==> config.mk <==
export PLATFORM = sky130hd
export DESIGN_NAME = lcd_ctrl
export DESIGN_NICKNAME = d
export VERILOG_FILES = /design/src/rtl/lcd_pkg.sv /design/src/rtl/lcd_ctrl.sv
export SDC_FILE = /design/constraint.sdc
export NUM_CORES = 1
export LEC_CHECK = 0
export ABC_AREA = 0
export ABC_CLOCK_PERIOD_IN_PS = 1470
export BUFFER_PORTS_ARGS = -buffer_cell sky130_fd_sc_hd__buf_2
export CAP_MARGIN = 30
export CORE_AREA = 2 2 39 41
export CTS_CLUSTER_DIAMETER = 120
export DETAILED_ROUTE_END_ITERATION = 10
export DIE_AREA = 0 0 41 43
export GPL_TIMING_DRIVEN = 1
export REMOVE_ABC_BUFFERS = 1
export SKIP_CTS_REPAIR_TIMING = 1
export SLEW_MARGIN = 20
export SYNTH_ARGS = -nofsm -noshare
export SYNTH_HDL_FRONTEND = slang
export SYNTH_SLANG_ARGS = --single-unit
==> constraint.sdc <==
create_clock -name clk_i -period 1.47 [get_ports clk_i]
set_clock_uncertainty 0.05 [all_clocks]
set_input_delay 0.294 -clock clk_i [delete_from_list [all_inputs] [get_ports clk_i]]
set_output_delay 0.294 -clock clk_i [all_outputs]
set_load 0.03 [all_outputs]
==> src/rtl/lcd_pkg.sv <==
// ----------------------------------------------------------------------------
// lcd_pkg: shared types and constants of the LRU tile directory
// Payload structs, controller state encoding and the controller/datapath link.
// ----------------------------------------------------------------------------
package lcd_pkg;

  localparam int unsigned NumSlots = 512;
  localparam int unsigned SlotW    = $clog2(NumSlots);
  localparam int unsigned CountW   = $clog2(NumSlots + 1);
  localparam int unsigned LenW     = 26;
  localparam int unsigned StampW   = 32;
  localparam int unsigned KeyW     = 64;
  // Entry word: lat(32) lon(32) has_bytes(1) len(26)
  localparam int unsigned EntryW   = KeyW + 1 + LenW;
  localparam logic [LenW-1:0] BudgetReset = LenW'(2097152);

  typedef struct packed {
    logic signed [30:0] lat_key;
    logic signed [31:0] lon_key;
    logic               store_has_tile;
    logic               store_read_ok;
    logic [LenW-1:0]    store_tile_len;
  } req_t;

  typedef struct packed {
    logic              hit;
    logic              present;
    logic              cached;
    logic [8:0]        slot;
    logic [LenW-1:0]   tile_len;
    logic [31:0]       hit_count;
    logic [31:0]       miss_count;
    logic [LenW-1:0]   bytes_used;
    logic [9:0]        entry_count;
  } rsp_t;

  typedef enum logic [3:0] {
    StIdle,
    StLook,     // walk slots: match key, track free and LRU candidates
    StLookEnd,  // drain read pipeline
    StDecide,
    StEvict,    // write victim invalid
    StInstall,
    StHitUpd,
    StDone
  } state_e;

  // scan modes for the datapath
  typedef enum logic [1:0] {
    ScanKey,
    ScanAny,
    ScanBytes
  } scan_e;

  typedef struct packed {
    logic   load;       // capture request
    logic   scan_start; // clear scan trackers, reset address
    logic   scan_step;  // issue read of next slot
    scan_e  mode;
    logic   evict;      // invalidate chosen victim
    logic   install;    // write new entry to free slot
    logic   hit_upd;    // refresh stamp of hit slot
    logic   emit;       // drive result strobe
    logic   miss_cnt;
  } cmd_t;

  typedef struct packed {
    logic scan_last;   // final address issued
    logic scan_idle;   // no read in flight
    logic found;
    logic have_victim;
    logic have_bvictim;
    logic full;
    logic want_neg;
    logic want_bytes;
    logic over_budget;
  } sts_t;

endpackage

==> src/rtl/lcd_ctrl.sv <==
// ----------------------------------------------------------------------------
// lcd_ctrl: access sequencer
// Runs key lookup, hit update, eviction scans and install for one access.
// ----------------------------------------------------------------------------
module lcd_ctrl (
  input  logic          clk_i,
  input  logic          rst_ni,
  input  logic          start,
  output logic          busy,
  input  lcd_pkg::sts_t sts_i,
  output lcd_pkg::cmd_t cmd_o
);
  import lcd_pkg::*;

  state_e state_q, state_d;
  scan_e  mode_q, mode_d;

  always_ff @(posedge clk_i or negedge rst_ni) begin
    if (!rst_ni) begin
      state_q <= StIdle;
      mode_q  <= ScanKey;
    end else begin
      state_q <= state_d;
      mode_q  <= mode_d;
    end
  end

  always_comb begin
    state_d = state_q;
    mode_d  = mode_q;
    cmd_o   = '0;
    cmd_o.mode = mode_q;
    busy    = (state_q != StIdle);
    case (state_q)
      StIdle: begin
        if (start) begin
          cmd_o.load       = 1'b1;
          cmd_o.scan_start = 1'b1;
          cmd_o.mode       = ScanKey;
          mode_d           = ScanKey;
          state_d          = StLook;
        end
      end
      StLook: begin
        cmd_o.scan_step = 1'b1;
        if (sts_i.scan_last) state_d = StLookEnd;
      end
      StLookEnd: begin
        if (sts_i.scan_idle) state_d = StDecide;
      end
      StDecide: begin
        if (mode_q == ScanKey && sts_i.found) begin
          state_d = StHitUpd;
        end else begin
          if (mode_q == ScanKey) cmd_o.miss_cnt = 1'b1;
          if (!sts_i.want_neg && !sts_i.want_bytes) begin
            state_d = StDone;
          end else if (sts_i.full) begin
            // victim scan over all entries; key scan already tracked one
            state_d = (mode_q == ScanBytes) ? StDone : StEvict;
          end else if (sts_i.want_bytes && sts_i.over_budget) begin
            if (mode_q == ScanBytes) begin
              state_d = (sts_i.have_bvictim || sts_i.have_victim) ? StEvict : StInstall;
            end else begin
              cmd_o.scan_start = 1'b1;
              cmd_o.mode       = ScanBytes;
              mode_d           = ScanBytes;
              state_d          = StLook;
            end
          end else begin
            state_d = StInstall;
          end
        end
      end
      StEvict: begin
        cmd_o.evict = 1'b1;
        // re-evaluate with a fresh full scan
        cmd_o.scan_start = 1'b1;
        cmd_o.mode       = ScanBytes;
        mode_d           = ScanBytes;
        state_d          = StLook;
      end
      StInstall: begin
        cmd_o.install = 1'b1;
        state_d       = StDone;
      end
      StHitUpd: begin
        cmd_o.hit_upd = 1'b1;
        state_d       = StDone;
      end
      StDone: begin
        cmd_o.emit = 1'b1;
        state_d    = StIdle;
      end
      default: state_d = StIdle;
    endcase
  end
endmodule

; Word-level counts from Yosys, hierarchy flattened
; Index checks and enable logic that the tools add are counted.
[classes]
mux = 34
n_reduce_logical = 11
eq_ne = 11
[op_table]
columns = cell, count
row1 = two-way mux 4 bit, 6
row2 = case mux 4 bit (6 select lines), 1
row3 = equality test 4 x 3 -> 1 bit (second input constant), 4
row4 = two-way mux 2 bit, 8
row5 = two-way mux 1 bit, 15
row6 = equality test 4 x 2 -> 1 bit (second input constant), 2
row7 = two-way mux 3 bit, 2
row8 = != test 2 bit (second input constant), 3
row9 = case mux 2 bit (3 select lines), 1
row10 = equality test 4 x 1 -> 1 bit (second input constant), 1
row11 = zero test 4 bit, 1
row12 = nonzero test 4 bit, 1
row13 = logical AND 1 bit, 3
row14 = case mux 1 bit (3 select lines), 1
row15 = AND reduction 3 bit, 1
row16 = equality test 2 bit (second input constant), 1
row17 = zero test 1 bit, 2
row18 = zero test 2 bit, 1
row19 = OR reduction 2 bit, 1
row20 = logical OR 1 bit, 1
[totals]
output_inout_bits = 11
elab_cells = 58
regBits = 6
inputBits = 12

; Logic depth before layout (Yosys ltp)
; Gate-level depths: netlist of run 1.
[depth]
ltp_word = 8
mapped_depth = 5
depth_no_buf = 4

; Least setup slack after synthesis of run 1
; Ideal clock, no wire load.
[synth_path]
path_kind = reg-to-output
from = reg mode_q[1]
to = out cmd_o[0] (netlist bit)
path_buffers = 1
stages_incl_launch_ff = 3
slack_ns = -0.351
t_arrival_ns = 1.477
required_ns = 1.126
path_cell_list = dfrtp_1 buf_6 nor4_1
[synth_lines]
columns = item, line_no
row1 = "start, declared", lcd_ctrl.sv:16  ; scan_e mode_q, mode_d;
row2 = "start signal, assigned", lcd_ctrl.sv:21  ; mode_q <= ScanKey;
row3 = "start signal, assigned", lcd_ctrl.sv:24  ; mode_q <= mode_d;
row4 = "end, declared", lcd_ctrl.sv:11  ; output lcd_pkg::cmd_t cmd_o

==> results of run 1 <==
==> layout make-up <==
class	count	area [um2]
clock buffers	4	26.3
fillers	127	505
inverters	2	7.51
multi-input cells	41	334
flip-flops and latches	5	129
well taps	16	20.0
repair buffers	44	362
==> flip-flops by register name, summed over array words and instances (netlist names) <==
signal and cells:
mode_q 2, state_q 3
==> logic make-up after synthesis <==
| family | after synthesis | synth area share |
|---|---|---|
| multiplexers | 1 | 0.0235 |
| AND/OR/NAND/NOR | 23 | 0.290 |
| XOR/XNOR | 1 | 0.0205 |
| flip-flops | 5 | 0.293 |
| AO/OA/AOI/OAI | 16 | 0.279 |
| buffers and inverters | 6 | 0.0938 |
==> worst max-delay path by stage <==
stage	from	to	slack (ps)	cells after the start
after global placement	state_q[2]	cmd_o[6]	-80	4
after CTS	state_q[2]	cmd_o[6]	-390	4
after detailed placement	state_q[2]	cmd_o[6]	-100	4
after floorplan	state_q[2]	cmd_o[0]	-480	2
after global routing	state_q[2]	cmd_o[6]	-300	4
final	state_q[2]	cmd_o[6]	-250	4
==> critical path, stage by stage (launching register included) <==
cell      delay (ps)
dfrtp_2          430
nand3b_1         210
a21oi_2          150
a221o_1          210
buf_6            140
==> cell usage in the layout, fill, tap and decap left out, types with 2 or more instances in the layout <==
cell	synthesis	final
o21ai_0	5	2
dfrtp_1	5	2
nand2_1	4	2
buf_6	2	11
buf_4	0	19
a21oi_2	0	2
and3b_1	2	2
o21ai_1	0	3
inv_1	2	2
nor2_2	1	2
nor2_1	8	4
buf_8	0	2
dfrtp_2	0	3
buf_2	2	11
nor2_4	0	3
clkbuf_4	0	3
==> power groups by stage <==
stage / Clock (uW) / Sequential, uW / Combinational (uW)
after CTS: 171 / 257 / 926
after detailed placement: 0 / 256 / 925
after global routing: 181 / 282 / 1530
after floorplan: 0 / 315 / 515
after global placement: 0 / 255 / 918
final: 164 / 271 / 1440
==> routing by layer <==
layer | share of wire | global-route usage | vias up
met5 | 0 | 0 | -
met1 | 0.43 | 0.181 | 269
met3 | 0.039 | 0.0471 | 2
li1 | - | - | 277
met2 | 0.52 | 0.253 | 13
met4 | 0.010 | 0.0800 | 0
==> through the flow <==
stage | setup slack (ps) | hold slack [ps] | TNS [ps]
after floorplan | -477 | -51.6 | -1320
after global placement | -82.7 | 63.8 | -99.4
after detailed placement | -104 | 66.5 | -165
after CTS | -395 | -200 | -2170
after global routing | -302 | 260 | -2300
final | -253 | 257 | -1720
==> results by group, run 1 <==
Clock network
  – Worst-path clk slew: roughly 40 ps
  – Clk_lat worst skew: between 200 and 250 ps
  – Inserted Clock Buffers: 3
  – Clock root cell: clkbuf_4
  – CTS tree: built
  – Clock Sink Count: 5
  – Deepest clock path buffer count: 2
  – H-tree Lvls: 1

Detailed routing
  – Post-route ant nets: 0
  – Drt wl/cell: about 13 um
  – Drt pass-1 iters: 2
  – Vias: approximately 560
  – Via density: 5.01
  – WL final: 1.40 mm
  – DRC Markers: 0
  – 1st-iter DRT viols: 6

STA
  – Min Tclk post-route: ~1700 ps
  – Slew @ Worst Pin: approximately 480 ps
  – Period utilization: 1.17
  – Setup Viol. Count Final: 11
  – Endpoints failing hold: 0
  – Final Max Slew Viols: 0
  – Rel. slew slack: 0.674
  – RSZ-0062 raised after global routing: true
  – Fin worst setup slack: -253 ps
  – F_max: 0.580 GHz

Synth
  – Synth area leaders: dfrtp_1 (29%), nor2_1 (7.0%), o21ai_0 (5.9%)
  – Cell count after synthesis: 52
  – Synth warn: 0
  – Mapped Area: around 430 um2
  – Ys async rst share: 1.00
  – Unique masters post-synth: 29
  – Synth top area share: 0.293
  – Number of synthesized flops with an enable pin: 0
  – Most frequent cells after synthesis: nor2_1 (8), dfrtp_1 (5), o21ai_0 (5), nand2_1 (4)
  – Cell with the most instances after synthesis: nor2_1
  – Register bit total from synthesis: 5
  – Synth area leader: dfrtp_1
  – Register area share after synthesis: 0.293
  – Ys flop type: dfrtp_1
  – Syn Area/Cell: a little over 8 um2

Die
  – Initial Utilization: 0.308
  – Area of the core: 1380 um2
  – DIE AREA: 1760 um2
  – Ports: 23
  – Row count: 14
  – Die W: between 40 and 50 um
  – Die Ht: around 43 um

Placement
  – Placed cell areas: around 620 um2
  – HPWL after DPL: about 960 um
  – Inst Count DP: 99
  – Buffers on Ports: 22
  – GP Congestion: around 0.78

Final layout
  – Layout area overhead: 106%
  – Layout cells sized above 1: 0.688
  – Final Cell Area: 878 um2
  – Final nets: around 110
  – Antenna cells: 0
  – Final core occ: 0.635
  – Fin cells: between 100 and 150

Global routing
  – Number of global-route vias before repair: 482
  – Gr ovfl total: 0
  – First-pass GRT wire length: about 1.9 mm
  – Largest net degree at the start of global routing: 10
  – GRT Total Usage: 0.159
  – Initial antenna violation count: 0

Power and ir drop
  – Total chip power: 1880 uW
  – P_int: 1050 uW
  – Sw Pwr: approximately 830 uW
  – Sequential share of power: 0.145
  – Logic gate share of total power: 0.768
  – Max VDD drop: around 0.0012 V
  – Clock Power Share: 0.087
  – PwrDens: around 2100 nW/um2
  – Leak: 0.000415 uW
  – Switching Share: 0.441

Critical path
  – Reg2Reg Launch Point: state_q[1]
  – Setup crit end kind: primary output
  – R2R Path End: state_q[0]
  – Critical path type: reg -> out
  – Required time worst endpoint: roughly 1100 ps
  – R2R depth: 5
  – Crit start category: register
  – Crit path DAT: around 1400 ps
  – CP Max Fanout: 5
  – Slack of the worst reg-to-reg path: about 20 ps

Status
  – Violated checks: setup timing
  – Outcome: finished, violations left

Worst hold path
  – Hold Path Depth: 3
  – WHS Endpoint: state_q[1]
  – Min-delay src: sts_i[8]
  – Hold WC Path Type: in -> reg

Job
  – Max Cap Violations: 0
Power figures use the tool's default switching activity.
==> run 2: changes to the inputs <==
--- a/config.mk
+++ b/config.mk
@@ -13,7 +13,7 @@
 export CTS_CLUSTER_DIAMETER = 120
 export DETAILED_ROUTE_END_ITERATION = 10
 export DIE_AREA = 0 0 41 43
-export GPL_TIMING_DRIVEN = 1
+export GPL_TIMING_DRIVEN = 0
 export REMOVE_ABC_BUFFERS = 1
 export SKIP_CTS_REPAIR_TIMING = 1
 export SLEW_MARGIN = 20
==> constraint.sdc (replaced) <==
create_clock -name clk_i -period 1.47 [get_ports clk_i]
set_clock_uncertainty 0.05 [all_clocks]
set_input_delay 0 -clock clk_i [delete_from_list [all_inputs] [get_ports clk_i]]
set_output_delay 0 -clock clk_i [all_outputs]
set_load 0.03 [all_outputs]
==> run 2 against run 1 <==
- the run ends with hold timing, setup timing left
- sequential share of layout area up 3.9 points
- combinational power fell by 24%
- wire length fell by 2.3%
- non-clock buffer count decreased by 7
==> results by group, run 2 (synthesis results as in run 1) <==
Final layout
  – Max FFs per register: 3
  – Final nets: around 100
  – Layout area overhead: 65.4%
  – Most flop-heavy register: state_q
  – Layout cells sized above 1: 0.596
  – Antenna cells: 0
  – Fin cells: approximately 110
  – Largest registers: state_q (3), mode_q (2)
  – Most common cell after layout, fill and taps aside: buf_2
  – Most frequent cells in the layout: buf_2 (19), buf_4 (14), nor2_1 (6)

Die
  – Area of the core: approximately 1400 um2
  – Die W: between 40 and 50 um
  – Initial Utilization: 0.308
  – Row count: 14
  – DIE AREA: roughly 1800 um2
  – Die Ht: approximately 43 um
  – Ports: 23

Detailed routing
  – Via density: around 5.2
  – Post-route ant nets: 0
  – Drt pass-1 iters: 4
  – Drt wl/cell: about 13 um
  – 1st-iter DRT viols: 10
  – Vias: about 540
  – WL final: ~1.4 mm
  – DRC Markers: 0

STA
  – Fin worst setup slack: -33.6 ps
  – Final Max Slew Viols: 0
  – Period utilization: 1.02
  – Endpoints failing hold: 1
  – Hold Slack: -24.1 ps
  – Min Tclk post-route: ~1500 ps
  – Slew @ Worst Pin: 359 ps
  – Setup Viol. Count Final: 2
  – RSZ-0062 raised after global routing: true
  – F_max: about 0.67 GHz
  – Rel. slew slack: 0.754

Clock network
  – CTS tree: built
  – Worst-path clk slew: roughly 40 ps
  – Clock root cell: clkbuf_4
  – H-tree Lvls: 1
  – Deepest clock path buffer count: 2
  – Clock Sink Count: 5
  – Inserted Clock Buffers: 3
  – Clk_lat worst skew: about 240 ps

Critical path
  – Reg2Reg Launch Point: state_q[2]
  – Critical path type: reg -> out
  – CP startpoint: state_q[2]
  – Crit start category: register
  – Crit path DAT: ~1500 ps
  – Setup crit end kind: primary output
  – CP Max Fanout: 6
  – Required time worst endpoint: roughly 1400 ps

Global routing
  – Number of global-route vias before repair: 397
  – GRT Total Usage: 0.126
  – Largest net degree at the start of global routing: 15
  – Gr ovfl total: 0
  – Initial antenna violation count: 0
  – First-pass GRT wire length: 1.59 mm

Worst hold path
  – Min-delay src: sts_i[8]
  – Hold WC Path Type: in -> reg

Status
  – Violated checks: hold timing, setup timing
  – Outcome: finished, violations left

Placement
  – Buffers on Ports: 22
  – HPWL after DPL: 815 um
  – Inst Count DP: 86
  – GP Congestion: about 0.77

Power and ir drop
  – Max VDD drop: around 0.00076 V
  – PwrDens: around 2200 nW/um2
  – Total chip power: 1550 uW
  – Leak: between 0.0003 and 0.0004 uW

Job
  – Max Cap Violations: 0
-- run 2: changes by cell type in the layout (fill, tap and decap cells not counted), moves of 2 or more --
cell     delta
nor2_4      -2
o21ai_1     -3
dfrtp_2     +2
nor2_1      +2
buf_4       -5
o21ai_0     +3
buf_6       -9
dfrtp_1     -2
buf_2       +8
nand2_1     +2
buf_8       -2
-- run 2: final cells by class --
class	count	area, um2
tap	16	20.0
clock buffer	4	26.3
inverter	2	7.51
multi-input combinational	41	283
timing repair buffer	37	238
sequential	5	131
fill	154	678
-- run 2: through the flow --
| step | util | hold WS (ps) | cell area, um2 | TNS [ps] | setup WS [ps] |
|---|---|---|---|---|---|
| after detailed placement | 0.379 | -228 | 524 | 0 | 12.7 |
| after CTS | 0.398 | -487 | 551 | -483 | -242 |
| after floorplan | - | -346 | 394 | -294 | -183 |
| after global placement | 0.379 | -233 | 524 | 0 | 38.6 |
| final | 0.510 | -24.1 | 706 | -47.9 | -33.6 |
| after global routing | 0.510 | -6.03 | 706 | -186 | -93.4 |
-- run 2: report_power, final --
group / total (uW) / internal, uW / switching [uW]
clock network: 160 / 103 / 57.7
logic: 1090 / 519 / 575
registers: 299 / 206 / 93.0
-- run 2: worst paths after layout --
kind | endpoint | slack [ps] | depth (start not counted)
max | cmd_o[6] | -30 | 4
min in group asynchronous | state_q[1] | 60 | 2
min | state_q[1] | -20 | 3
max reg2reg | state_q[0] | 160 | 6
max in group asynchronous | mode_q[1] | 1160 | 2
min reg2reg | mode_q[0] | 560 | 2
-- run 2: metal layers --
metal  track usage  vias up  part of all wire  wire length (um)
li1              -      259                 -                 -
met1         0.169      269              0.45               610
met2         0.200       11              0.50               689
met3        0.0157        4             0.031                42
met4        0.0400        0             0.020                27
met5             0        -                 0                 0
-- run 2: critical path, cell delays in order (launching register included) --
cell and delay [ps]:
dfrtp_2 440, buf_4 150, and2_1 160, a221o_1 290
buf_4 180
==> run 3: changes to the inputs <==
==> constraint.sdc (replaced) <==
create_clock -name clk_i -period 1.47 [get_ports clk_i]
set_clock_uncertainty 0.05 [all_clocks]
set_input_delay 0.294 -clock clk_i [delete_from_list [all_inputs] [get_ports clk_i]]
set_output_delay 0.294 -clock clk_i [all_outputs]
set_load 0.03 [all_outputs]
==> run 3 against run 2 <==
- the run ends with setup timing left
- sequential power is essentially flat
- critical endpoint unchanged
- clock power barely moved
- utilization is 4.1 points higher
- global-route usage unchanged
- clock-buffer cell count unchanged
- critical path type unchanged
==> results by group, run 3 (synthesis results as in run 1) <==
Global routing
  – Number of global-route vias before repair: 397
  – Largest net degree at the start of global routing: 15
  – GRT Total Usage: 0.126
  – Gr ovfl total: 0
  – Initial antenna violation count: 0
  – First-pass GRT wire length: between 1.5 and 2 mm

Final layout
  – Final nets: 103
  – Final core occ: 0.551
  – Max FFs per register: 3
  – Fillers: approximately 140
  – Final Cell Area: between 700 and 800 um2
  – Most flop-heavy register: state_q
  – Most frequent cells in the layout: buf_4 (18), buf_2 (12), buf_6 (7)
  – Most common cell after layout, fill and taps aside: buf_4
  – Layout area overhead: 78.6%
  – Layout cells sized above 1: 0.622
  – Antenna cells: 0
  – Largest registers: state_q (3), mode_q (2)

Detailed routing
  – WL final: around 1.4 mm
  – Vias: 560
  – Drt pass-1 iters: 4
  – Via density: ~5.3
  – DRC Markers: 0
  – Post-route ant nets: 0
  – 1st-iter DRT viols: 18
  – Drt wl/cell: roughly 13 um

Power and ir drop
  – PwrDens: about 2200 nW/um2
  – Max VDD drop: roughly 0.00087 V
  – Leak: approximately 0.00037 uW

STA
  – Setup Viol. Count Final: 11
  – Period utilization: 1.24
  – Final Max Slew Viols: 0
  – Setup tns final: -1900 ps
  – RSZ-0062 raised after global routing: true
  – Hold Slack: about 270 ps
  – Min Tclk post-route: 1820 ps
  – Rel. slew slack: 0.757
  – Endpoints failing hold: 0
  – Fin worst setup slack: -353 ps
  – Slew @ Worst Pin: 355 ps
  – F_max: ~0.55 GHz

Worst hold path
  – Min-delay src: sts_i[8]
  – Hold WC Path Type: in -> reg
  – Hold Path Depth: 3
  – WHS Endpoint: state_q[1]

Critical path
  – Required time worst endpoint: approximately 1100 ps
  – Setup crit end kind: primary output
  – Reg2Reg Launch Point: state_q[2]
  – CP Max Fanout: 6
  – R2R Path End: state_q[0]
  – Critical path type: reg -> out
  – Crit path DAT: 1480 ps
  – CP startpoint: state_q[0]
  – Crit start category: register
  – R2R depth: 5
  – Slack of the worst reg-to-reg path: 110 ps

Placement
  – HPWL after DPL: roughly 820 um
  – GP Congestion: around 0.77
  – Placed cell areas: about 520 um2
  – Buffers on Ports: 22

Clock network
  – Clock root cell: clkbuf_4
  – Clk_lat worst skew: 240 ps
  – CTS tree: built
  – Deepest clock path buffer count: 2
  – Inserted Clock Buffers: 3
  – H-tree Lvls: 1
  – Worst-path clk slew: 50 ps
  – Clock Sink Count: 5

Die
  – Ports: 23
  – Initial Utilization: 0.308
  – Die Ht: between 40 and 50 um
  – Row count: 14
  – Die W: just over 40 um
  – Area of the core: 1380 um2
  – DIE AREA: 1760 um2

Status
  – Violated checks: setup timing
  – Outcome: finished, violations left

Job
  – Max Cap Violations: 0
## run 3: how the worst max path moves through the flow
stage	endpoint	slack (ps)	cells past startpoint
after floorplan	cmd_o[0]	-480	2
after global placement	cmd_o[6]	-260	4
after detailed placement	cmd_o[6]	-280	4
after CTS	cmd_o[6]	-540	4
after global routing	cmd_o[6]	-380	4
final	cmd_o[6]	-350	4
## run 3: cell type report
class / instances / area (um2) / share of cell area
sequential: 5 / 131 / 0.172
inverter: 2 / 7.51 / 0.00985
multi-input combinational: 41 / 293 / 0.384
clock buffer: 4 / 26.3 / 0.0345
tap: 16 / 20.0 / 0.0263
timing repair buffer: 38 / 284 / 0.373
## run 3: layer usage
| layer | GRT usage | wire (um) | vias up |
|---|---|---|---|
| li1 | - | - | 263 |
| met1 | 0.169 | 586 | 270 |
| met2 | 0.200 | 690 | 23 |
| met3 | 0.0157 | 82 | 4 |
| met4 | 0.0400 | 16 | 0 |
| met5 | 0 | 0 | - |
## run 3: critical path, stage by stage (launching register included)
cell and delay [ps]:
dfrtp_2 440, nand3b_1 190, a21oi_2 60, a221o_1 370, buf_4 180
## run 3: through the flow
stage | worst slack [ps] | std cells | total power (uW)
3_3_place_gp | -255 | 86 | 1010
4_1_cts | -536 | 90 | 1180
3_5_place_dp | -281 | 86 | 1020
5_1_grt | -380 | 106 | 1810
6_report | -353 | 106 | 1710
2_1_floorplan | -477 | 48 | 830
## run 3: power by group
group	internal [uW]	leakage (uW)	switching [uW]	total [uW]
Sequential	206	0.0000563	95.9	302
Combinational	622	0.000296	619	1240
Clock	103	0.0000150	59.2	162
